--- config.mk ---
export PLATFORM = sky130hd
export DESIGN_NAME = ccmc_div_flat
export DESIGN_NICKNAME = d
export VERILOG_FILES = /design/src/hw/rtl/ccmc_pkg.sv /design/src/hw/rtl/ccmc_if.sv /design/src/hw/rtl/ccmc_div.sv /design/src/flat_wrapper.sv
export SDC_FILE = /design/constraint.sdc
export NUM_CORES = 2
export LEC_CHECK = 0
export ABC_AREA = 1
export BUFFER_PORTS_ARGS = -buffer_cell sky130_fd_sc_hd__buf_2
export CAP_MARGIN = 5
export CELL_PAD_IN_SITES_DETAIL_PLACEMENT = 1
export CELL_PAD_IN_SITES_GLOBAL_PLACEMENT = 1
export CORE_AREA = 5 5 381 383
export CTS_BUF_LIST = sky130_fd_sc_hd__clkbuf_4
export CTS_CLUSTER_DIAMETER = 150
export DETAILED_ROUTE_END_ITERATION = 12
export DIE_AREA = 0 0 386 388
export PLACE_DENSITY_LB_ADDON = 0.2
export SETUP_SLACK_MARGIN = 0.15
export SLEW_MARGIN = 30
export SYNTH_ARGS = -nofsm -noshare
export SYNTH_HDL_FRONTEND = slang
export SYNTH_SLANG_ARGS = --single-unit
--- constraint.sdc ---
create_clock -name i_clk -period 51.7 [get_ports i_clk]
set_input_delay 5.17 -clock i_clk [delete_from_list [all_inputs] [get_ports i_clk]]
set_output_delay 5.17 -clock i_clk [all_outputs]
set_load 0.05 [all_outputs]
--- src/hw/rtl/ccmc_pkg.sv ---
// Shared types and constants for the column color match centroid block.
package ccmc_pkg;

    localparam int MAX_COLS  = 1024;
    localparam int MAX_ROWS  = 1024;
    localparam int FRAC_BITS = 4;

    localparam int COL_W   = 10;
    localparam int ROW_W   = 10;
    localparam int SUM_W   = 19;
    localparam int CNT_W   = 11;
    localparam int MEAN_W  = 14;
    localparam int TOL_W   = 10;
    localparam int HGT_W   = 11;
    localparam int DIV_W   = SUM_W + FRAC_BITS;   // dividend width
    localparam int CFG_IDX_W = 3;
    localparam int CFG_DAT_W = 11;
    localparam int PIPE_D  = 4;                   // skid queue depth (front -> back)
    localparam int PIPE_AW = 2;

    localparam logic [SUM_W-1:0]  SUM_MAX  = {SUM_W{1'b1}};
    localparam logic [CNT_W-1:0]  CNT_MAX  = {CNT_W{1'b1}};
    localparam logic [MEAN_W-1:0] MEAN_MAX = {MEAN_W{1'b1}};

    typedef enum logic [CFG_IDX_W-1:0] {
        CFG_REF_RED   = 3'd0,
        CFG_REF_GREEN = 3'd1,
        CFG_REF_BLUE  = 3'd2,
        CFG_TOLERANCE = 3'd3,
        CFG_ROWS      = 3'd4
    } t_cfg_idx;

    // Classified pixel handed from the front to the back.
    typedef struct packed {
        logic [COL_W-1:0] col;
        logic [ROW_W-1:0] row;
        logic             match;
        logic             first;  // row 0: restart column
        logic             last;   // closing row
    } t_pix_cls;

    // Quotient work item inside the divider pipeline.
    typedef struct packed {
        logic [COL_W-1:0] col;
        logic [DIV_W-1:0] rem;
        logic [DIV_W-1:0] quo;
        logic [CNT_W-1:0] den;
    } t_div_stage;

endpackage

--- src/hw/rtl/ccmc_if.sv ---


interface ccmc_res_if;
    logic valid;
    logic ready;
    logic [ccmc_pkg::COL_W-1:0]  peak_col;
    logic [ccmc_pkg::MEAN_W-1:0] peak_row_fixed;
    modport source (output valid, peak_col, peak_row_fixed, input ready);
    modport sink   (input valid, peak_col, peak_row_fixed, output ready);
endinterface


--- src/hw/rtl/ccmc_div.sv ---
// Pipelined restoring divider: one quotient bit per stage, saturating mean.
module ccmc_div (
    input  logic                       i_clk,
    input  logic                       i_rst_n,
    input  logic                       i_valid,
    output logic                       o_ready,
    input  logic [ccmc_pkg::COL_W-1:0] i_col,
    input  logic [ccmc_pkg::SUM_W-1:0] i_sum,
    input  logic [ccmc_pkg::CNT_W-1:0] i_cnt,
    ccmc_res_if.source                 res
);
    localparam int N = ccmc_pkg::DIV_W;

    ccmc_pkg::t_div_stage r_st [N];
    logic [N-1:0] r_v;
    logic adv;
    ccmc_pkg::t_div_stage st_in [N];
    ccmc_pkg::t_div_stage st_out [N];
    logic [N-1:0] q_full;

    // Whole pipeline advances together; an empty output slot lets it move.
    assign adv     = !r_v[N-1] || res.ready;
    assign o_ready = adv;

    always_comb begin
        st_in[0].col = i_col;
        st_in[0].rem = '0;
        st_in[0].quo = {i_sum, {ccmc_pkg::FRAC_BITS{1'b0}}};
        st_in[0].den = i_cnt;
        for (int k = 1; k < N; k++) st_in[k] = r_st[k-1];
        for (int k = 0; k < N; k++) begin
            logic [N:0] trial;
            trial = {st_in[k].rem, st_in[k].quo[N-1]} - (N+1)'(st_in[k].den);
            st_out[k].col = st_in[k].col;
            st_out[k].den = st_in[k].den;
            if (!trial[N]) begin
                st_out[k].rem = trial[N-1:0];
                st_out[k].quo = {st_in[k].quo[N-2:0], 1'b1};
            end else begin
                st_out[k].rem = {st_in[k].rem[N-2:0], st_in[k].quo[N-1]};
                st_out[k].quo = {st_in[k].quo[N-2:0], 1'b0};
            end
        end
    end

    always_ff @(posedge i_clk) begin
        if (adv) for (int k = 0; k < N; k++) r_st[k] <= st_out[k];
    end

    always_ff @(posedge i_clk) begin
        if (!i_rst_n) r_v <= '0;
        else if (adv) r_v <= {r_v[N-2:0], i_valid};
    end

    assign q_full = r_st[N-1].quo;
    assign res.valid = r_v[N-1];
    assign res.peak_col = r_st[N-1].col;
    assign res.peak_row_fixed = (q_full[N-1:ccmc_pkg::MEAN_W] != '0) ? ccmc_pkg::MEAN_MAX
                                                                    : q_full[ccmc_pkg::MEAN_W-1:0];
endmodule

--- src/flat_wrapper.sv ---
// flat-port wrapper written by rule: the top's interface ports become plain ports
module ccmc_div_flat 
  (i_clk, i_rst_n, i_valid, o_ready, i_col, i_sum, i_cnt, res_valid, res_peak_col, res_peak_row_fixed, res_ready);
  ccmc_res_if res_i ();
  input  logic i_clk;
  input  logic i_rst_n;
  input  logic i_valid;
  output logic o_ready;
  input  logic [ccmc_pkg::COL_W-1:0] i_col;
  input  logic [ccmc_pkg::SUM_W-1:0] i_sum;
  input  logic [ccmc_pkg::CNT_W-1:0] i_cnt;
  output wire logic [$bits(res_i.valid)-1:0] res_valid;
  output wire logic [$bits(res_i.peak_col)-1:0] res_peak_col;
  output wire logic [$bits(res_i.peak_row_fixed)-1:0] res_peak_row_fixed;
  input wire logic [$bits(res_i.ready)-1:0] res_ready;
  assign res_valid = res_i.valid;
  assign res_peak_col = res_i.peak_col;
  assign res_peak_row_fixed = res_i.peak_row_fixed;
  assign res_i.ready = res_ready;
  ccmc_div u_core (.i_clk(i_clk), .i_rst_n(i_rst_n), .i_valid(i_valid), .o_ready(o_ready), .i_col(i_col), .i_sum(i_sum), .i_cnt(i_cnt), .res(res_i));
endmodule
# After elaboration in Yosys (flattened, before gate mapping)
# Memory sizes are Yosys's and may differ from the RTL's.
# Cells that the tools add are included.
[classes] addsub=23 mux=26 n_reduce_logical=3
[ops] operator="46-bit 2-to-1 mux" count=23
[ops] operator="24-bit by 11-bit subtractor with 24-bit output" count=22
[ops] operator="14-bit 2-to-1 mux" count=1
[ops] operator="1-bit by 11-bit subtractor with 12-bit output" count=1
[ops] operator="9-bit nonzero test" count=1
[ops] operator="1-bit 2-to-1 mux" count=2
[ops] operator="1-bit logical NOT" count=1
[ops] operator="1-bit logical OR" count=1
[totals] regBits=23 ram_bits=1541 input_bits=44 output_inout_bits=26 wordCells=54 n_memories=1
[memory_table] name="u_core.r_st" words=23 word_bits=67 rd=23 rd_ports_with_merged_regs=0 write_ports=23 line="ccmc_div.sv:14" rtl="ccmc_pkg::t_div_stage r_st [N];"

# Longest topological paths before layout
[logic_depth] word_depth=4 mapped_depth=15 depth_no_buf=14

# Least setup slack after synthesis
# Ideal clock, no wire load.
[synth_path] path_type="input -> output" from="input port res_ready" to="output port o_ready" t_arrival_ps=43821 t_required_ps=46530 path_slack_ps=2709 stages=3 n_path_buf=1 path_cell_list="nor2_1 > inv_1 > clkbuf_1"
[synth_between] elab_chain_len=1
[synth_rtl] item="start: declaration" line="flat_wrapper.sv:15" rtl="input wire logic [$bits(res_i.ready)-1:0] res_ready;"
[synth_rtl] item="1-bit logical OR" line="ccmc_div.sv:22" rtl="assign adv = !r_v[N-1] || res.ready;"
[synth_rtl] item="end: declaration" line="flat_wrapper.sv:8" rtl="output logic o_ready;"
# Every way passes these cells.

# Final worst setup path
# Ends and elaborated chain as after synthesis.

==> summary.txt <==
==================================================================================
Count of buffers added by post-CTS timing repair for setup ..........            0
Site row count ......................................................          138
# H-tree levels .....................................................            5
Area of the mapped netlist ..........................................   73020 um^2
Maximum number of pins on one net before global-route repair ........          193
DRT Wirelength ......................................................    177800 um
Number of ports placed on the die boundary ..........................           70
Clk pin slew, worst setup/hold paths ................................        70 ps
Max-slew headroom ...................................................       0.4093
Fraction of layout instances using a drive strength above 1 .........       0.1013
Max-slew violation total from the final report ......................            0
Number of max-cap violations ........................................            0
Clock latency on the worst-skew pair ................................      1290 ps
Routed vias/inst ....................................................        5.152
Final ANT Viol Nets .................................................            0
Number of hold buffers added after CTS ..............................            0
CTS tree ............................................................        built
Critical path class ................................................. input pin to output pin
F_max ...............................................................    86.94 MHz
Worst-margin pin slew ...............................................     886.1 ps
Fin Setup TNS .......................................................         0 ps
Pwr dens ............................................................ 57.33 nW/um^2
Final RePlAce weighted congestion ...................................       0.8620
Instance count of the mapped netlist ................................         7875
Setup crit start ....................................................    res_ready
Hold wc startpoint .................................................. u_core.r_st[1][154]$_DFFE_PP_
Finished Core Util ..................................................       0.5651
Gr usage total ......................................................       0.2348
RR Startpoint ....................................................... u_core.r_v[22]$_SDFFE_PN0P_
Initial antenna violation count .....................................            3
M1 WL ...............................................................     75310 um
Final clock period utilization by the worst path ....................       0.2225
Outcome ............................................................. finished, final reports clean
Crit path buf inv count .............................................            4
Die Span Y ..........................................................       388 um
Sequential area share after synthesis ...............................       0.5862
Highest routed layer ................................................         met4
Worst path slowest cell ............................................. sky130_fd_sc_hd__inv_8
Maximum clock path buffer count .....................................            4
Final critical-path required period .................................     11500 ps
Worst EP arrival ....................................................      6330 ps
Signed area change from the synthesized netlist to the final layout .       9.164%
Hold violation total from the final report ..........................            0
Data required time of the critical path .............................     46530 ps
Mean post-synth cell area ...........................................   9.272 um^2
Die width ...........................................................       386 um
Leakage Power .......................................................     38.08 nW
Chain of cells forming the critical path ............................ buf_2 -> nor2_1 -> buf_4 -> inv_8 -> buf_2
First-iteration detailed-routing DRC count ..........................         2804
Number of register bits inferred by synthesis .......................         1433
Wire length on met2 .................................................     90530 um
Vias in the first global route ......................................        57240
Net count, final ....................................................         8565
Iteration count of the initial detailed-routing pass ................            5
Num Clock Sinks .....................................................         1433
Starting density of the core ........................................       0.5176
Register-to-Register Setup Slack ....................................     48030 ps
Skew final ..........................................................     138.5 ps
Routed length on met3 ...............................................      5844 um
Peak per-stage delay on the critical path ...........................       370 ps
Critical Path Fanout Max ............................................           51
Peak supply drop ....................................................   0.02830 mV
Die Outline Area ....................................................  149800 um^2
CP Capture Type .....................................................   output pin
Area occupied by multi-input gates ..................................   25260 um^2
Residual overflow from global routing ...............................            0
Number of buffers created by CTS ....................................          386
Worst setup SP type .................................................    input pin
Placeable Area ......................................................  141100 um^2
Count of input and output buffers ...................................           69
Power consumption ...................................................     4.570 mW
Routed length per placed instance ...................................     17.05 um
Root Buffer ......................................................... sky130_fd_sc_hd__clkbuf_4
Total via count in the routed design ................................        53750
Number of resized instances in the post-cts repair step .............            0
Unrepaired setup endpoints after global routing .....................        false
CP delay by family, top ............................................. buffers and inverters
Total of endpoints with negative setup slack in the final report ....            0
Yosys warning count .................................................            0
Flip-flop and latch area ............................................   42800 um^2
Remaining design rule violation count ...............................            0
Hold crit path type ................................................. flip-flop to flip-flop
Dpl hpwl ............................................................    126500 um
Number of fill cells in the layout ..................................        16660
Crit-path most repeated cell ........................................ sky130_fd_sc_hd__buf_2
Number of distinct library cells after synthesis ....................           36
Global-route wire length before repair ..............................    287200 um
==================================================================================
==> layer usage <==
metal / vias to the layer above / GRT usage
met5: - / 0
met4: 0 / 0.08742
met2: 942 / 0.4186
met3: 417 / 0.03430
met1: 25960 / 0.2884
li1: 26430 / -
==> cell usage after synthesis (all sizes together) <==
| cell | instances | area share |
|---|---|---|
| nand4 | 138 | 0.012 |
| a21o | 1 | 0.00010 |
| buf | 91 | 0.013 |
| o21ai | 58 | 0.0040 |
| nor2 | 599 | 0.033 |
| nor4 | 5 | 0.00043 |
| dfxtp | 23 | 0.0063 |
| nand2 | 3325 | 0.18 |
| edfxtp | 1410 | 0.58 |
| o21a | 5 | 0.00051 |
| nand3 | 427 | 0.029 |
| xor2 | 137 | 0.016 |
| and2 | 39 | 0.0033 |
| o21bai | 2 | 0.00021 |
| nor3 | 5 | 0.00034 |
| or2 | 20 | 0.0017 |
| inv | 1069 | 0.055 |
| conb | 1 | 0.000051 |
| ha | 240 | 0.041 |
| clkbuf | 7 | 0.00036 |
| xnor2 | 8 | 0.00096 |
| nand3b | 103 | 0.011 |
| a21oi | 141 | 0.0099 |
| fa | 21 | 0.0058 |
==> layout by cell type, fill, tap and decap left out, types with 103 or more instances in the layout <==
cell type,n
sky130_fd_sc_hd__nand3b_1,103
sky130_fd_sc_hd__edfxtp_1,1410
sky130_fd_sc_hd__inv_1,1030
sky130_fd_sc_hd__nand4_1,138
sky130_fd_sc_hd__xor2_1,137
sky130_fd_sc_hd__nand3_1,427
sky130_fd_sc_hd__clkbuf_4,529
sky130_fd_sc_hd__a21oi_1,139
sky130_fd_sc_hd__nand2_1,3222
sky130_fd_sc_hd__nor2_1,557
sky130_fd_sc_hd__ha_1,240
==> registers in the layout (all words and copies together), names as in the netlist <==
name	flops
u_core.r_st	1410
u_core.r_v	23
==> where the power goes <==
group / internal, mW / switching, mW / leakage (nW) / total, mW
sequential: 1.66 / 0.236 / 15.2 / 1.90
clock: 0.498 / 0.471 / 2.78 / 0.969
combinational: 0.555 / 1.15 / 20.1 / 1.71
total: 2.71 / 1.86 / 38.1 / 4.57
==> cell type report <==
type / instances / share of cell area
multi-input cells: 5282 / 0.3169
well taps: 1890 / 0.02967
clock inverters: 131 / 0.008382
inverters: 1069 / 0.05043
repair buffers: 88 / 0.007534
flip-flops and latches: 1433 / 0.5369
clock buffers: 529 / 0.04982
diodes: 10 / 0.0003139
==> path summary, 6_finish.rpt <==
path	to	cells after the start
min	u_core.r_st[1][222]$_DFFE_PP_	0
max reg2reg	u_core.r_st[1][25]$_DFFE_PP_	8
max	o_ready	5
min reg2reg	u_core.r_st[1][222]$_DFFE_PP_	0
==> metrics by stage <==
step           hold WS, ps  cells  setup WS [ps]  cell area (um^2)
2_1_floorplan        400.3   7882           2709             73050
3_3_place_gp         400.4   9759          40230             74950
3_5_place_dp         405.2   9759          40220             74950
4_1_cts              320.3  10420          40210             79590
5_1_grt              336.8  10430          40170             79700
6_report             332.4  10430          40200             79710
==> cell families after synthesis <==
logic type / count (synthesis) / share of synthesized area
and+or+nand+nor: 4661 / 0.2665
xor gates and xnor gates: 145 / 0.01739
DFF: 1433 / 0.5862
adders and majority gates: 261 / 0.04688
AOI/OAI and AO/OA: 207 / 0.01467
other: 1 / 0.00005136
buffers and inverters: 1167 / 0.06833
Note: power is estimated with default switching activity, not from simulation.
