`src/hw/rtl/ccmc_pkg.sv`:
```
// Shared types and constants for the column color match centroid block.
package ccmc_pkg;

    localparam int MAX_COLS  = 1024;
    localparam int MAX_ROWS  = 1024;
    localparam int FRAC_BITS = 4;

    localparam int COL_W   = 10;
    localparam int ROW_W   = 10;
    localparam int SUM_W   = 19;
    localparam int CNT_W   = 11;
    localparam int MEAN_W  = 14;
    localparam int TOL_W   = 10;
    localparam int HGT_W   = 11;
    localparam int DIV_W   = SUM_W + FRAC_BITS;   // dividend width
    localparam int CFG_IDX_W = 3;
    localparam int CFG_DAT_W = 11;
    localparam int PIPE_D  = 4;                   // skid queue depth (front -> back)
    localparam int PIPE_AW = 2;

    localparam logic [SUM_W-1:0]  SUM_MAX  = {SUM_W{1'b1}};
    localparam logic [CNT_W-1:0]  CNT_MAX  = {CNT_W{1'b1}};
    localparam logic [MEAN_W-1:0] MEAN_MAX = {MEAN_W{1'b1}};

    typedef enum logic [CFG_IDX_W-1:0] {
        CFG_REF_RED   = 3'd0,
        CFG_REF_GREEN = 3'd1,
        CFG_REF_BLUE  = 3'd2,
        CFG_TOLERANCE = 3'd3,
        CFG_ROWS      = 3'd4
    } t_cfg_idx;

    // Classified pixel handed from the front to the back.
    typedef struct packed {
        logic [COL_W-1:0] col;
        logic [ROW_W-1:0] row;
        logic             match;
        logic             first;  // row 0: restart column
        logic             last;   // closing row
    } t_pix_cls;

    // Quotient work item inside the divider pipeline.
    typedef struct packed {
        logic [COL_W-1:0] col;
        logic [DIV_W-1:0] rem;
        logic [DIV_W-1:0] quo;
        logic [CNT_W-1:0] den;
    } t_div_stage;

endpackage

```
`src/hw/rtl/ccmc_if.sv`:
```
// Valid/ready stream interfaces for pixels, results and configuration writes.
interface ccmc_pix_if;
    logic       valid;
    logic       ready;
    logic [7:0] red;
    logic [7:0] green;
    logic [7:0] blue;
    logic [ccmc_pkg::ROW_W-1:0] pixel_row;
    logic [ccmc_pkg::COL_W-1:0] pixel_col;
    modport source (output valid, red, green, blue, pixel_row, pixel_col, input ready);
    modport sink   (input valid, red, green, blue, pixel_row, pixel_col, output ready);
endinterface


interface ccmc_cfg_if;
    logic valid;
    logic ready;
    logic [ccmc_pkg::CFG_IDX_W-1:0] index;
    logic [ccmc_pkg::CFG_DAT_W-1:0] data;
    modport source (output valid, index, data, input ready);
    modport sink   (input valid, index, data, output ready);
endinterface

```
`src/hw/rtl/ccmc_front.sv`:
```
// Front end: holds configuration, classifies pixels, pushes them into a short queue.
module ccmc_front (
    input  logic                i_clk,
    input  logic                i_rst_n,
    ccmc_pix_if.sink            pix,
    ccmc_cfg_if.sink            cfg,
    input  logic                i_pop,
    output logic                o_q_valid,
    output ccmc_pkg::t_pix_cls  o_q_data
);
    logic [7:0] r_ref_red, r_ref_green, r_ref_blue;
    logic [ccmc_pkg::TOL_W-1:0] r_tol;
    logic [ccmc_pkg::HGT_W-1:0] r_rows;

    ccmc_pkg::t_pix_cls r_q [ccmc_pkg::PIPE_D];
    logic [ccmc_pkg::PIPE_AW-1:0] r_wp, r_rp;
    logic [ccmc_pkg::PIPE_AW:0]   r_cnt;

    logic [8:0]  d_r, d_g, d_b;
    logic [9:0]  color_dist;
    logic [ccmc_pkg::HGT_W-1:0] last_row;
    ccmc_pkg::t_pix_cls cls;
    logic push, pop;

    assign cfg.ready = 1'b1;

    always_ff @(posedge i_clk) begin
        if (!i_rst_n) begin
            r_ref_red   <= 8'd255;
            r_ref_green <= 8'd0;
            r_ref_blue  <= 8'd0;
            r_tol       <= ccmc_pkg::TOL_W'(100);
            r_rows      <= ccmc_pkg::HGT_W'(480);
        end else if (cfg.valid) begin
            unique case (ccmc_pkg::t_cfg_idx'(cfg.index))
                ccmc_pkg::CFG_REF_RED:   r_ref_red   <= cfg.data[7:0];
                ccmc_pkg::CFG_REF_GREEN: r_ref_green <= cfg.data[7:0];
                ccmc_pkg::CFG_REF_BLUE:  r_ref_blue  <= cfg.data[7:0];
                ccmc_pkg::CFG_TOLERANCE: r_tol       <= cfg.data[ccmc_pkg::TOL_W-1:0];
                ccmc_pkg::CFG_ROWS:      r_rows      <= cfg.data;
                default: ;
            endcase
        end
    end

    always_comb begin
        d_r  = (pix.red   > r_ref_red)   ? 9'(pix.red - r_ref_red)     : 9'(r_ref_red - pix.red);
        d_g  = (pix.green > r_ref_green) ? 9'(pix.green - r_ref_green) : 9'(r_ref_green - pix.green);
        d_b  = (pix.blue  > r_ref_blue)  ? 9'(pix.blue - r_ref_blue)   : 9'(r_ref_blue - pix.blue);
        color_dist = 10'(d_r) + 10'(d_g) + 10'(d_b);
        last_row  = r_rows - ccmc_pkg::HGT_W'(1);
        cls.col   = pix.pixel_col;
        cls.row   = pix.pixel_row;
        cls.match = color_dist < r_tol;
        cls.first = pix.pixel_row == '0;
        cls.last  = (r_rows != '0) && (ccmc_pkg::HGT_W'(pix.pixel_row) == last_row);
    end

    assign pix.ready = r_cnt != ccmc_pkg::PIPE_D[ccmc_pkg::PIPE_AW:0];
    assign push      = pix.valid && pix.ready;
    assign o_q_valid = r_cnt != '0;
    assign o_q_data  = r_q[r_rp];
    assign pop       = i_pop && o_q_valid;

    always_ff @(posedge i_clk) begin
        if (push) r_q[r_wp] <= cls;
    end

    always_ff @(posedge i_clk) begin
        if (!i_rst_n) begin
            r_wp  <= '0;
            r_rp  <= '0;
            r_cnt <= '0;
        end else begin
            if (push) r_wp <= r_wp + 1'b1;
            if (pop)  r_rp <= r_rp + 1'b1;
            r_cnt <= r_cnt + (ccmc_pkg::PIPE_AW+1)'(push) - (ccmc_pkg::PIPE_AW+1)'(pop);
        end
    end
endmodule

```
`src/flat_wrapper.sv`:
```
// flat-port wrapper written by rule: the top's interface ports become plain ports
module ccmc_front_flat 
  (i_clk, i_rst_n, i_pop, o_q_valid, o_q_data, pix_valid, pix_red, pix_green, pix_blue, pix_pixel_row, pix_pixel_col, pix_ready, cfg_valid, cfg_index, cfg_data, cfg_ready);
  ccmc_pix_if pix_i ();
  ccmc_cfg_if cfg_i ();
  input  logic i_clk;
  input  logic i_rst_n;
  input  logic i_pop;
  output logic o_q_valid;
  output ccmc_pkg::t_pix_cls o_q_data;
  input wire logic [$bits(pix_i.valid)-1:0] pix_valid;
  input wire logic [$bits(pix_i.red)-1:0] pix_red;
  input wire logic [$bits(pix_i.green)-1:0] pix_green;
  input wire logic [$bits(pix_i.blue)-1:0] pix_blue;
  input wire logic [$bits(pix_i.pixel_row)-1:0] pix_pixel_row;
  input wire logic [$bits(pix_i.pixel_col)-1:0] pix_pixel_col;
  output wire logic [$bits(pix_i.ready)-1:0] pix_ready;
  input wire logic [$bits(cfg_i.valid)-1:0] cfg_valid;
  input wire logic [$bits(cfg_i.index)-1:0] cfg_index;
  input wire logic [$bits(cfg_i.data)-1:0] cfg_data;
  output wire logic [$bits(cfg_i.ready)-1:0] cfg_ready;
  assign pix_i.valid = pix_valid;
  assign pix_i.red = pix_red;
  assign pix_i.green = pix_green;
  assign pix_i.blue = pix_blue;
  assign pix_i.pixel_row = pix_pixel_row;
  assign pix_i.pixel_col = pix_pixel_col;
  assign pix_ready = pix_i.ready;
  assign cfg_i.valid = cfg_valid;
  assign cfg_i.index = cfg_index;
  assign cfg_i.data = cfg_data;
  assign cfg_ready = cfg_i.ready;
  ccmc_front u_core (.i_clk(i_clk), .i_rst_n(i_rst_n), .pix(pix_i), .cfg(cfg_i), .i_pop(i_pop), .o_q_valid(o_q_valid), .o_q_data(o_q_data));
endmodule
```
`config.mk`:
```
export PLATFORM = sky130hd
export DESIGN_NAME = ccmc_front_flat
export DESIGN_NICKNAME = d
export VERILOG_FILES = /design/src/hw/rtl/ccmc_pkg.sv /design/src/hw/rtl/ccmc_if.sv /design/src/hw/rtl/ccmc_front.sv /design/src/flat_wrapper.sv
export SDC_FILE = /design/constraint.sdc
export NUM_CORES = 1
export LEC_CHECK = 0
export ABC_AREA = 0
export BUFFER_PORTS_ARGS = -buffer_cell sky130_fd_sc_hd__buf_4
export CAP_MARGIN = 40
export CORE_AREA = 2 2 121 123
export CTS_BUF_LIST = sky130_fd_sc_hd__clkbuf_4
export DETAILED_ROUTE_END_ITERATION = 16
export DIE_AREA = 0 0 123 125
export GPL_ROUTABILITY_DRIVEN = 0
export PLACE_DENSITY = 0.83
export SETUP_SLACK_MARGIN = 0.05
export SYNTH_ARGS = -nofsm -noshare
export SYNTH_HDL_FRONTEND = slang
export SYNTH_SLANG_ARGS = --single-unit
```
`constraint.sdc`:
```
create_clock -name i_clk -period 5 [get_ports i_clk]
set_input_delay 0 -clock i_clk [delete_from_list [all_inputs] [get_ports i_clk]]
set_output_delay 0 -clock i_clk [all_outputs]
set_load 0.03 [all_outputs]
```
# Word-level counts from Yosys, hierarchy flattened
# Memory sizes are Yosys's and may differ from the RTL's. A register that Yosys moved wholly into a read port is not among the register bits.
# Index checks and enable logic that the tools add are counted.
# word_totals
inputBits,63
elab_cells,51
memories,1
ram_bits,92
regBits,52
# classes
n_eq_ne,6
magnitude_cmp,4
n_reduce_logical,12
muxes,7
addsub,13
# mem_list
memory,words,width,read_ports,rd_clocked_by_memory_dff,write_ports,line,text
u_core.r_q,4,23,1,1,1,ccmc_front.sv:15,ccmc_pkg::t_pix_cls r_q [ccmc_pkg::PIPE_D];
# op_table
cell,n
$sub A8 B8 Y9,6
$mux W9,3
$gt A8 B8 Y1,3
$eq A10 B11 Y1,1
$reduce_bool A11 Y1,1
$sub A11 B1 Y11 const B,1
$add A10 B9 Y10,1
$add A9 B9 Y10,1
$logic_not A10 Y1,1
$lt A10 B10 Y1,1
$reduce_and A2 Y1,5
$eq A3 B2 Y1 const B,2
$add A2 B1 Y2 const B,2
$mux W2,2
$add A3 B1 Y3,1
$eq A3 B1 Y1 const B,1
$eq A3 B3 Y1 const B,1
$logic_and A1 B1 Y1,3
$logic_not A3 Y1,1
$ne A3 B3 Y1 const B,1
$reduce_bool A3 Y1,1
$sub A3 B1 Y3,1
$mux W1,2

# Longest topological paths before layout
# Gate-level depths: netlist of the first run.
# depth
word_depth,5
depth_mapped,25

# Least setup slack after synthesis of the first run
# Ideal clock, no wire load.
# synth_timing
path_type,reg2reg
from,register u_core.r_ref_red[3]
to,memory u_core.r_q[0][2] (netlist bit) (data pin)
t_arrival_ps,4346
synth_period_minus_slack_ps,4610
path_slack_ps,390
stages_incl_launch_ff,23
cell_sequence,dfxtp_1 ha_1 buf_6 and3_4 a221oi_2 o21ai_1 o31ai_1 buf_6 mux2_2 fa_1 ha_1 inv_1 fa_1 nor2b_1 o21ai_0 nand2b_1 a21o_1 a2111oi_0 nor3_1 xor2_1 ha_1 o21ai_0 o21ba_1
# synth_rtl
element,line,text
"start, declared",ccmc_front.sv:11,"logic [7:0] r_ref_red, r_ref_green, r_ref_blue;"
"start signal, assigned",ccmc_front.sv:36,ccmc_pkg::CFG_REF_RED: r_ref_red <= cfg.data[7:0];
"end, declared",ccmc_front.sv:15,

==> summary.md, run 1 <==
Headroom to the max-slew limit came out at 50.6%. The first-pass GRT wire length is 31,500 um, and the number of antenna violations at the first check in global routing is 1. In the final layout, the multi-input gates occupy 4420 um^2. For this run, the number of Yosys warnings is 0.

89 I/O pins were placed. Once detailed placement completed, the half-perimeter wirelength came to 14,300 um. After clock tree synthesis, the clock-pin slew on the worst setup and hold paths is 0.13 ns. Walking the worst path, the cells encountered are ha_1 -> a21o_1 -> a221oi_4 -> o21ai_2 -> o31ai_4 -> mux2i_1 -> xnor2_1 -> fa_1 -> inv_1 -> ha_1 -> nor2b_1 -> o21ai_1 -> nand2b_1 -> a21o_1 -> a2111oi_2 -> nor3_1 -> xor2_1 -> ha_1 -> o21ai_0 -> o21ba_1. Sorting the synthesized cells by how often they occur yields 98 x sky130_fd_sc_hd__nand2_1, 97 x sky130_fd_sc_hd__inv_1, 92 x sky130_fd_sc_hd__edfxtp_1. For this block, the initial DRC count from the detailed router was 513.

Library cell with the highest instance count after synthesis: sky130_fd_sc_hd__nand2_1. The number of instances on the worst hold path is 4. Based on the critical path, the design can be clocked at up to 211 MHz.

The number of buffer and inverter instances along the worst setup path was 1. The met2 wire length is 10,600 um, and the clock skew after layout is 0.0259 ns. The number of cells traversed by the worst register-to-register path is 20, and the largest driver fanout on the critical path is 4. The synthesized cell area was 8620 um^2.

The main flop type after synthesis was sky130_fd_sc_hd__edfxtp_1. The number of hold violations in the final report was 0. The logs give 26.9% for the all-layer global routing usage and 0 for the final number of max-transition violations. Period utilization: 94.9%. The DRC violation count after routing came out at 0. For the portion of the post-synthesis area used by sequential elements, the log shows 44.6%. The biggest area contributor in the post-synthesis netlist is sky130_fd_sc_hd__edfxtp_1. After global routing the overflow that remains totals 0. The number of synthesized register bits was 146; the post-synthesis net count was 935. The clock reaches the later pin of the worst-skew pair after 0.55 ns.

The final layout contains routed wiring with a total length of 20,200 um. Entering global routing, the biggest net connects 54 pins. The data arrival at the endpoint of the critical path was 5.04 ns. The worst setup path is launched from a flip-flop.

STA classifies the critical path endpoint as a flip-flop. TritonCTS built the clock tree. The average via count per standard cell is 5.65. The final layout contains 1,072 nets. The first detailed-routing pass ran for 7 iterations.

The floorplan die height is 125 um, and the routed length on met1 is 8060 um. The core region is 14,200 um^2. The final antenna-violating net count is 0.

The power density over the cells was 374 nW/um^2. After synthesis, the netlist uses 62 different library cells. At the worst endpoint, the required time is 5.29 ns. The slowest stage of the critical path is the sky130_fd_sc_hd__fa_1 cell.

End of the worst register-to-register path: u_core.r_q[1][2]. Yosys mapped a number of flops with a built-in enable equal to 92. The met3 wire length was 845 um.

The flow ran to the end, and the final reports show no timing, DRC or antenna violations. The largest single stage delay on the critical path is 0.49 ns. The total setup violations reported at the end of the flow is 0, and the fraction of final layout cells with drive strength greater than 1 is 21.1%. The via count of the first global-routing pass was 6,374. The worst vdd rail ir drop is 0.000224 V.

From synthesis to final layout, the design area changed by 20.2%. The floorplan step set the die width to 123 um. The worst register-to-register path has a setup slack of 0.25 ns. The die covers 15,400 um^2. The average cell area after synthesis was 11.0 um^2.

The most numerous cell type found on the critical path is sky130_fd_sc_hd__ha_1. The minimum clock period after layout works out to 4.75 ns. Counting every instance in the synthesized netlist gives 783. By area the synthesized netlist is led by sky130_fd_sc_hd__edfxtp_1 32%, sky130_fd_sc_hd__dfxtp_1 13%, sky130_fd_sc_hd__ha_1 10%. Port buffering added 87 buffers.

The effective utilization at floorplan is 60.7%, and the combined flip-flop and latch cell area is 3850 um^2. For this run, asynchronously set or reset flops after synthesis account for 0%. Worst slack on hold paths: 0.0362 ns. The area share of the largest cell type after synthesis came out at 32.0%. The row count was 44.

Grouping stages by cell kind, the critical path spends the most delay in compound AO/OA/AOI/OAI gates. The detailed router placed 6,314 vias in this run. The number of non-filler instances in the completed layout is 1,118, and the wire length per cell is 18.1 um. Counting buffers and inverters, the worst setup path is 20 cells deep. In this run the most critical hold path is launched from cfg_index[1]. The worst hold path terminates at u_core.r_tol[4]. The worst register-to-register path begins at u_core.r_ref_red[1].

TritonCTS created 17 clock buffers. The slew at the pin closest to its max-slew limit is 0.735 ns. In this run the number of H-tree levels came out at 4.

The leakage power summed over all cells came out at 0.00428 uW. The deepest clock path buffer count was 2. The setup path with the least slack is of type flip-flop to flip-flop. Signal routing reaches up to met4.

The tools report the cell count after placement as 1,042. Fill cells in the final layout number 980. The tools report the count of maximum capacitance violations as 0. The path class of the lowest-slack min-delay path was input port to flip-flop. The tree is rooted in a sky130_fd_sc_hd__clkbuf_4.

The clock net in this run drives a total of 146 sinks.
## cells by family after synthesis
family / count (synthesis) / share of synthesized area (%)
other: 1 / 0.0435
buffers and inverters: 124 / 5.92
AOI/OAI and AO/OA: 141 / 11.3
DFF: 146 / 44.6
muxes: 46 / 8.72
adders and majority gates: 89 / 14.4
and+or+nand+nor: 191 / 10.4
xor gates and xnor gates: 45 / 4.57
## state kept, by name, indices dropped and copies added, names as in the netlist, named ones only
name	count
u_core.r_q	92
u_core.r_rows	11
u_core.r_tol	10
u_core.r_ref_blue	8
u_core.r_ref_green	8
u_core.r_ref_red	8
u_core.r_cnt	3
u_core.r_rp	2
u_core.r_wp	2
## layout make-up
class / count / share of cell area, %
Antenna cell: 1 / 0.0241
Clock inverter: 14 / 0.990
Inverter: 97 / 3.51
Sequential cell: 146 / 37.2
Multi-Input combinational cell: 513 / 42.6
Timing Repair Buffer: 145 / 12.2
Tap cell: 184 / 2.22
Clock buffer: 18 / 1.30
## metal layers
layer | GRT usage, % | up-vias
met5 | 0 | -
met4 | 12.6 | 0
met3 | 4.93 | 58
met2 | 46.9 | 198
met1 | 31.8 | 3057
li1 | - | 3001
## worst max-delay path by stage
stage / startpoint / slack, ns / end
final: u_core.r_ref_red[1] / 0.25 / u_core.r_q[1][2]
after global routing: u_core.r_ref_red[4] / -0.01 / u_core.r_q[1][2]
after CTS: u_core.r_ref_red[3] / 0.05 / u_core.r_q[1][2]
after detailed placement: u_core.r_ref_blue[3] / 0.11 / u_core.r_q[3][2]
after global placement: u_core.r_ref_blue[3] / 0.17 / u_core.r_q[0][2]
after floorplan: u_core.r_ref_red[3] / 0.39 / u_core.r_q[0][2]
## timing repair
item,in CTS,in global routing
hold buffers,40,0
setup endpoints to repair,0,4
resized for setup,0,36
setup buffers,0,3
endpoints found under the hold margin,138,0
## stage by stage
stage	utilization, %	setup TNS, ns	worst slack, ns	power [uW]	area, um^2
floorplan	-	0	0.390	2670	8620
global placement	66.5	0	0.171	3050	9440
detailed placement	67.2	0	0.106	3150	9540
CTS	71.6	0	0.0527	3810	10200
global route	73.0	-0.0335	-0.0130	4100	10400
finish	73.0	0	0.253	3880	10400
## power breakdown
part | leakage [uW] | internal (uW) | switching, uW
Combinational | 0.00286 | 794 | 945
Clock | 0.000126 | 207 | 454
Sequential | 0.00130 | 1430 | 49.7
Total | 0.00428 | 2430 | 1450
## tightest hold or removal path, stage by stage
cell                       delay (ns)
sky130_fd_sc_hd__buf_4           0.11
sky130_fd_sc_hd__nand3_1         0.23
sky130_fd_sc_hd__nand2_1         0.14
sky130_fd_sc_hd__a21boi_0        0.07
## cells in the final DEF, fill, tap and decap left out, types with 23 or more instances in the layout
cell / n
sky130_fd_sc_hd__mux4_2: 23
sky130_fd_sc_hd__a21boi_0: 31
sky130_fd_sc_hd__nand2_1: 98
sky130_fd_sc_hd__buf_4: 100
sky130_fd_sc_hd__xnor2_1: 30
sky130_fd_sc_hd__dlygate4sd3_1: 40
sky130_fd_sc_hd__ha_1: 65
sky130_fd_sc_hd__dfxtp_1: 47
sky130_fd_sc_hd__inv_1: 96
sky130_fd_sc_hd__edfxtp_1: 92
sky130_fd_sc_hd__a21oi_1: 25
Note: power is estimated with default switching activity, not from simulation.
==> run 2: changes to the inputs <==
--- a/config.mk
+++ b/config.mk
@@ -8,12 +8,11 @@
 export ABC_AREA = 0
 export BUFFER_PORTS_ARGS = -buffer_cell sky130_fd_sc_hd__buf_4
 export CAP_MARGIN = 40
-export CORE_AREA = 2 2 121 123
+export CORE_AREA = 2 2 150 152
 export CTS_BUF_LIST = sky130_fd_sc_hd__clkbuf_4
 export DETAILED_ROUTE_END_ITERATION = 16
-export DIE_AREA = 0 0 123 125
+export DIE_AREA = 0 0 152 154
 export GPL_ROUTABILITY_DRIVEN = 0
-export PLACE_DENSITY = 0.83
 export SETUP_SLACK_MARGIN = 0.05
 export SYNTH_ARGS = -nofsm -noshare
 export SYNTH_HDL_FRONTEND = slang
==> run 2 against run 1 <==
Effect of this change:
- maximum frequency decreased by 1.1%
- largest power group unchanged
- clock-buffer cell count decreased by 1
- highest routed layer unchanged
- worst setup slack got worse by 0.055 ns
- clock skew decreased by 0.0048 ns
- total power increased by 1.8%
==> summary.md, run 2 (synthesized netlist as in run 1, its figures left out) <==
The slew at the pin closest to its max-slew limit came out at 0.591 ns (-0.144 ns). The tools report the worst vdd rail ir drop as 0.000162 V (-28%). TritonCTS built the clock tree. The final antenna-violating net count was 0 (unchanged). u_core.r_q holds more flip-flops than any other register. The H-tree depth is 4 (unchanged), and the effective utilization at floorplan is 39.7% (-21 points). The average via count per standard cell is 4.99 (-12%). Clock sink count: 146 (unchanged). The kind of launch point of the worst setup path was a flip-flop. The number of buffers created by CTS was 17 (unchanged).

For the setup slack after placement, the log shows 0.0868 ns (-0.0196 ns). The flow ran to the end, and the final reports show no timing, DRC or antenna violations. The run gives 13,700 um (-4.5%) as the post-detailed-placement half-perimeter wirelength.

The length of the first detailed-routing pass in iterations is 5 (-2). The tools report the total via count after detailed routing as 6,095 (-3.5%). The deepest clock path buffer count was 2 (unchanged). The worst hold path belongs to the class input port to flip-flop.

The number of hold violations in the final report is 0 (unchanged), and the number of buffers inserted by port buffering is 87 (unchanged). Area of the core: 21,700 um^2 (+53%). The logs give 54 (unchanged) for the pin count of the biggest net entering global routing and 0 (unchanged) for the total setup violations reported at the end of the flow. The worst setup path is of the flip-flop to flip-flop kind. Boundary pin count: 89 (unchanged).

The run gives 0.198 ns (-0.0552 ns) as the setup slack of the critical path after layout. The logs give 0 (unchanged) for the final global-route overflow total and 0 (unchanged) for the final number of max-transition violations. The number of flip-flops in the largest register is 92 (unchanged), and the period utilization is 96.0% (+1.1 points). The largest registers in the layout are u_core.r_q x92, u_core.r_rows x11, u_core.r_tol x10. The first-pass GRT wire length was 31,100 um (-1.4%). For the maximum achievable frequency, the log shows 208 MHz (-1.1%).

The relative area change from synthesis to final layout was 21.8%. The largest driver fanout on the critical path was 4 (unchanged); the row count was 54 (+23%). The minimum clock period after layout was 4.80 ns (+0.0552 ns).

The clock skew after layout is 0.0211 ns (-0.00481 ns), and the worst slack on hold paths is 0.0749 ns (+0.0387 ns). The tools report the die footprint as 23,400 um^2 (+52%). The logs give 0.55 ns (about the same) for the clock latency on the worst-skew pair and 5.31 ns (+0.02 ns) for the data required time at the worst endpoint. Leaving out fill and tap cells, the most frequent cells in the layout are 110 x sky130_fd_sc_hd__buf_4, 98 x sky130_fd_sc_hd__nand2_1, 97 x sky130_fd_sc_hd__inv_1. The die width was 152 um (+24%). The worst slew margin relative to its limit is 60.3% (+9.7 points). For the final sum of negative setup slack, the log shows 0 ns (unchanged). STA classifies the critical path endpoint as a flip-flop.

The data arrival at the endpoint of the critical path is 5.11 ns (+0.07 ns). The tools report the all-layer global routing usage as 16.8% (-10 points). Floorplan die height: 154 um (+23%). Clock root buffer: sky130_fd_sc_hd__clkbuf_4. The fraction of final layout cells with drive strength greater than 1 is 21.6% (+0.48 points), and the wire length per cell is 16.0 um (-12%). The number of nets in the layout was 1,079 (+0.65%). The clock-pin transition on the worst setup and hold timing paths works out to 0.15 ns (+0.02 ns). Number of antenna violations at the first check in global routing: 1 (unchanged).

The count of maximum capacitance violations came out at 0 (unchanged). The starting DRC count in detailed routing was 279 (-46%); the DRC violation count after routing was 0 (unchanged). The total power consumption of the routed design was 3950 uW (+1.8%). The leakage power summed over all cells came out at 0.00433 uW (+1.1%).

Leaving out fill and tap cells, the most frequent cell in the layout is sky130_fd_sc_hd__buf_4. The power density over the cells was 376 nW/um^2 (+0.48%). The via count of the first global-routing pass was 6,071 (-4.8%); the total length of routed wires was 19,500 um (-3.6%).
==> run 2: cell types whose count changed in the layout (fill, tap and decap cells not counted), sizes merged <==
| cell | before | now |
|---|---|---|
| buf | 105 | 110 |
| inv | 102 | 104 |
| clkinvlp | 2 | 1 |
| dlygate4sd3 | 40 | 42 |
| clkbuf | 18 | 17 |
==> run 2: area by class of cell <==
type | count | area, um^2
clock inverters | 15 | 180
inverters | 97 | 364
multi-input cells | 513 | 4380
repair buffers | 152 | 1250
diodes | 1 | 2.50
fillers | 2001 | 11200
flip-flops and latches | 146 | 3850
clock buffers | 17 | 128
well taps | 280 | 350
==> run 2: critical path: stages, from the launching register on <==
cell                        delay [ns]
sky130_fd_sc_hd__dfxtp_1          0.35
sky130_fd_sc_hd__ha_1             0.30
sky130_fd_sc_hd__buf_4            0.16
sky130_fd_sc_hd__a21o_1           0.16
sky130_fd_sc_hd__a21oi_1          0.22
sky130_fd_sc_hd__o21ai_2          0.12
sky130_fd_sc_hd__o31ai_4          0.11
sky130_fd_sc_hd__mux2i_2          0.31
sky130_fd_sc_hd__xnor2_2          0.14
sky130_fd_sc_hd__fa_1             0.54
sky130_fd_sc_hd__inv_1            0.04
sky130_fd_sc_hd__ha_1             0.33
sky130_fd_sc_hd__nor2b_1          0.15
sky130_fd_sc_hd__o21ai_1          0.12
sky130_fd_sc_hd__nand2b_1         0.09
sky130_fd_sc_hd__a21o_1           0.21
sky130_fd_sc_hd__a2111oi_2        0.37
sky130_fd_sc_hd__nor3_1           0.12
sky130_fd_sc_hd__xor2_1           0.15
sky130_fd_sc_hd__ha_1             0.28
sky130_fd_sc_hd__o21ai_0          0.08
sky130_fd_sc_hd__o21ba_2          0.25
==> run 2: routing by layer <==
metal	vias to the layer above	GRT usage [%]	wire length [um]
met1	2929	22.4	9180
met4	0	4.54	266
met2	128	28.5	9480
met5	-	0	0
li1	3022	-	-
met3	16	2.65	554
==> run 2: stage by stage <==
| stage | instances | area [um^2] | util [%] |
|---|---|---|---|
| 2_1_floorplan | 783 | 8620 | - |
| 3_3_place_gp | 1143 | 9630 | 44.4 |
| 3_5_place_dp | 1143 | 9630 | 44.4 |
| 4_1_cts | 1217 | 10400 | 47.8 |
| 5_1_grt | 1221 | 10500 | 48.4 |
| 6_report | 1221 | 10500 | 48.4 |
==> run 2: worst paths after layout <==
check,to,cells past startpoint,start,slack (ns)
max,u_core.r_q[2][2],21,u_core.r_ref_blue[6],0.20
min,u_core.r_ref_blue[4],6,cfg_index[2],0.07
max reg2reg,u_core.r_q[2][2],21,u_core.r_ref_blue[6],0.20
min reg2reg,u_core.r_tol[7],2,u_core.r_tol[7],0.48
==> run 2: timing repair <==
item,in CTS,in global routing
pin swaps,0,7
cloned,0,0
resized for setup,1,27
hold buffers,42,0
buffers inserted,0,3
endpoints found under the setup margin,4,4
endpoints found under the hold margin,142,0
==> run 2: power by group <==
part           internal [uW]  leakage (uW)  switching [uW]
Sequential              1420       0.00130            37.1
Clock                    238      0.000160             530
Combinational            784       0.00288             932
Total                   2450       0.00433            1500
==> run 3: changes to the inputs <==
--- a/config.mk
+++ b/config.mk
@@ -8,10 +8,10 @@
 export ABC_AREA = 0
 export BUFFER_PORTS_ARGS = -buffer_cell sky130_fd_sc_hd__buf_4
 export CAP_MARGIN = 40
-export CORE_AREA = 2 2 150 152
+export CORE_AREA = 2 2 143 159
 export CTS_BUF_LIST = sky130_fd_sc_hd__clkbuf_4
 export DETAILED_ROUTE_END_ITERATION = 16
-export DIE_AREA = 0 0 152 154
+export DIE_AREA = 0 0 145 161
 export GPL_ROUTABILITY_DRIVEN = 0
 export SETUP_SLACK_MARGIN = 0.05
 export SYNTH_ARGS = -nofsm -noshare
==> run 3 against run 2 <==
Effect of this change:
- worst setup slack improved by 0.075 ns
- flip-flop and latch count is the same
- critical path depth fell by 4
- non-clock buffer count rose by 7
- total power up 0.79%
- routed wire length fell by 0.45%
- clock skew up 0.0040 ns
- largest cell class unchanged
- die area is 0.27% lower
- core utilization grew 0.054 points
- highest routed layer unchanged
- combinational power about the same
- register-to-register slack improved by 0.07 ns
- via count fell by 0.48%
==> summary.md, run 3 (synthesized netlist as in run 1, its figures left out) <==
The flow ran to the end, and the final reports show no timing, DRC or antenna violations. The number of antenna violations at the first check in global routing came out at 1 (unchanged). The worst setup path is launched from a flip-flop. The total setup violations reported at the end of the flow is 0 (unchanged), and the cell-internal power is 2460 uW (+0.65%). The run gives 1510 uW (+1.0%) as the switching component of the power.

The via count of the first global-routing pass came out at 6,122 (+0.84%). The largest driver fanout on the critical path is 4 (unchanged). The power density over the cells works out to 377 nW/um^2 (+0.39%). The stage delay of the slowest cell on the critical path came out at 0.55 ns (about the same). The run gives 4 (unchanged) as the H-tree depth. The clock skew after layout was 0.0251 ns (+0.00401 ns); the number of flip-flops in the largest register was 92 (unchanged). The DRC violation count after routing came out at 0 (unchanged). TritonCTS built the clock tree.

The run gives 212 MHz (+1.6%) as the maximum achievable frequency. The all-layer global routing usage is 17.0% (+0.24 points), and the worst vdd rail ir drop is 0.000190 V (+17%). The logs give 13,800 um (+1.1%) for the post-detailed-placement half-perimeter wirelength and 17 (unchanged) for the number of buffers created by CTS. Endpoint kind of the worst setup timing path: a flip-flop.

The starting DRC count in detailed routing was 251 (-10%). The length of the first detailed-routing pass in iterations was 4 (-1). Traced cell by cell, the critical path runs through ha_1 -> a21o_1 -> a221oi_2 -> o21ai_1 -> o31ai_2 -> mux2i_1 -> xor2_1 -> fa_1 -> buf_4 -> fa_2 -> inv_1 -> ha_1 -> a21o_1 -> a211oi_2 -> o21bai_1 -> a2111oi_2 -> o21ba_2. The final global-route overflow total was 0 (unchanged); the row count was 57 (+5.6%).

The tools report the pin count of the biggest net entering global routing as 54 (unchanged). The die footprint is 23,300 um^2 (-0.27%). The die width was 145 um (-4.6%). For the clock latency on the worst-skew pair, the log shows 0.56 ns (about the same). Final antenna-violating net count: 0 (unchanged).

The tools report the data arrival at the endpoint of the critical path as 5.13 ns (+0.02 ns). The tools report the deepest clock path buffer count as 2 (unchanged). The cell family contributing the most delay on the critical path is compound AO/OA/AOI/OAI gates. The number of hold violations in the final report is 0 (unchanged), and the number of buffers inserted by port buffering is 87 (unchanged). The total via count after detailed routing is 6,066 (-0.48%). The register with the most flip-flops was u_core.r_q. The fraction of final layout cells with drive strength greater than 1 is 21.4% (-0.16 points), and the floorplan die height is 161 um (+4.5%). The run gives 0 (unchanged) as the count of maximum capacitance violations. The largest registers in the layout are u_core.r_q x92, u_core.r_rows x11, u_core.r_tol x10. Leakage power summed over all cells: 0.00436 uW (+0.57%).

The clock sink count was 146 (unchanged). Leaving out fill and tap cells, the most frequent cell in the layout is sky130_fd_sc_hd__buf_4. Clock tree synthesis selected as its root buffer the cell sky130_fd_sc_hd__clkbuf_4. The logs give 43.8% (+0.3 points) for the portion of total power attributed to combinational logic and 36.8% (-0.2 points) for the share of total power in sequential cells.

The minimum clock period after layout is 4.73 ns (-0.0746 ns), and the worst setup slack for register-to-register paths is 0.27 ns (+0.07 ns). Average via count per standard cell: 4.88 (-2.2%). For the worst slew margin relative to its limit, the log shows 54.0% (-6.2 points).

The clock-pin transition on the worst setup and hold timing paths was 0.16 ns (about the same); the data required time at the worst endpoint was 5.40 ns (+0.09 ns). The setup slack of the critical path after layout is 0.272 ns (+0.0746 ns). The run gives 19,400 um (-0.45%) as the total length of routed wires. The number of buffer and inverter instances along the worst setup path is 2 (unchanged), and the fill cell instance count of the final layout is 2,022 (+1.0%).

Classification of the worst setup path: flip-flop to flip-flop. The first-pass GRT wire length is 31,300 um (+0.73%), and the area of the core is 21,800 um^2 (+0.29%). The slew at the pin closest to its max-slew limit works out to 0.683 ns (+0.0926 ns). The largest individual stage delay along the critical path comes from the cell sky130_fd_sc_hd__fa_2. Compared with the post-synthesis result, the final layout area differs by 22.3%. The number of nets in the layout came out at 1,086 (+0.65%). The wire length per cell came out at 15.6 um (-2.2%).

The switching portion of total power was 38.1% (+0.086 points). The path class of the tightest hold or removal check is input port to flip-flop. The final number of max-transition violations was 0 (unchanged); the period utilization was 94.6% (-1.5 points).

For the effective utilization at floorplan, the log shows 39.6% (-0.12 points). The library cells used most frequently in the layout, excluding fill and tap cells, are 116 x sky130_fd_sc_hd__buf_4, 98 x sky130_fd_sc_hd__nand2_1, 97 x sky130_fd_sc_hd__inv_1. The setup slack after placement came out at 0.0859 ns (-0.000901 ns). The logs give 89 (unchanged) for the boundary pin count and 19.4% (about the same) for the clock network fraction of design power. The tools report the final sum of negative setup slack as 0 ns (unchanged).

Setup repair after global routing left no endpoint under its margin.
run 3: cell types whose count changed in the layout (fill, tap and decap cells not counted), moves of 2 or more:
| cell | delta |
|---|---|
| sky130_fd_sc_hd__dfxtp_2 | -3 |
| sky130_fd_sc_hd__o31ai_2 | +2 |
| sky130_fd_sc_hd__o21ai_1 | +3 |
| sky130_fd_sc_hd__buf_4 | +6 |
| sky130_fd_sc_hd__o31ai_4 | -2 |
| sky130_fd_sc_hd__o21ai_2 | -2 |
| sky130_fd_sc_hd__dfxtp_1 | +2 |
run 3: path summary, 6_finish.rpt:
path	startpoint	endpoint	depth (start not counted)
setup reg to reg	u_core.r_ref_red[1]	u_core.r_q[0][2]	17
hold / removal	cfg_valid	u_core.r_rows[6]	4
hold reg to reg	u_core.r_tol[7]	u_core.r_tol[7]	2
setup / recovery	u_core.r_ref_red[1]	u_core.r_q[0][2]	17
run 3: power by group through the flow:
stage               clock network (uW)  logic [uW]  registers (uW)
floorplan                            0        1190            1480
global placement                     0        1610            1490
detailed placement                   0        1630            1490
CTS                                803        1670            1460
global route                       856        1930            1470
finish                             773        1740            1460
run 3: layout make-up:
class,count,area [um^2],share of cell area [%]
flip-flops and latches,146,3850,36.5
well taps,295,369,3.50
diodes,1,2.50,0.0237
inverters,97,364,3.45
multi-input cells,513,4350,41.2
repair buffers,159,1300,12.3
clock buffers,17,128,1.21
clock inverters,15,180,1.71
run 3: stage by stage:
step | util (%) | cells | hold slack [ns] | instance area, um^2 | power, uW
CTS | 47.8 | 1234 | 0.0458 | 10400 | 3930
global placement | 44.4 | 1159 | 0.204 | 9650 | 3100
floorplan | - | 783 | 0.0989 | 8620 | 2670
detailed placement | 44.4 | 1159 | 0.204 | 9650 | 3120
global route | 48.5 | 1243 | 0.0806 | 10500 | 4260
finish | 48.5 | 1243 | 0.0826 | 10500 | 3980
run 3: repair_timing:
| item | in CTS | in global routing |
|---|---|---|
| setup endpoints to repair | 4 | 4 |
| resized for setup | 1 | 21 |
| hold buffers | 43 | 0 |
| hold endpoints to repair | 142 | 0 |
| pin swaps | 0 | 11 |
| buffers inserted | 0 | 8 |
run 3: metal layers:
layer	global-route usage (%)	part of all wire (%)	vias to the layer above
met1	21.3	44	2919
met5	0	0	-
met2	30.7	52	107
li1	-	-	3029
met3	2.91	3.5	11
met4	4.28	0.85	0
run 3: worst register-to-register path: stages (launching register included):
cell and delay [ns]:
sky130_fd_sc_hd__dfxtp_2 0.37, sky130_fd_sc_hd__ha_1 0.30, sky130_fd_sc_hd__a21o_1 0.22, sky130_fd_sc_hd__a221oi_2 0.30, sky130_fd_sc_hd__o21ai_1 0.12, sky130_fd_sc_hd__o31ai_2 0.14, sky130_fd_sc_hd__mux2i_1 0.29, sky130_fd_sc_hd__xor2_1 0.28
sky130_fd_sc_hd__fa_1 0.47, sky130_fd_sc_hd__buf_4 0.16, sky130_fd_sc_hd__fa_2 0.55, sky130_fd_sc_hd__inv_1 0.04, sky130_fd_sc_hd__ha_1 0.26, sky130_fd_sc_hd__a21o_1 0.16, sky130_fd_sc_hd__a211oi_2 0.22, sky130_fd_sc_hd__o21bai_1 0.12
sky130_fd_sc_hd__a2111oi_2 0.37, sky130_fd_sc_hd__o21ba_2 0.22
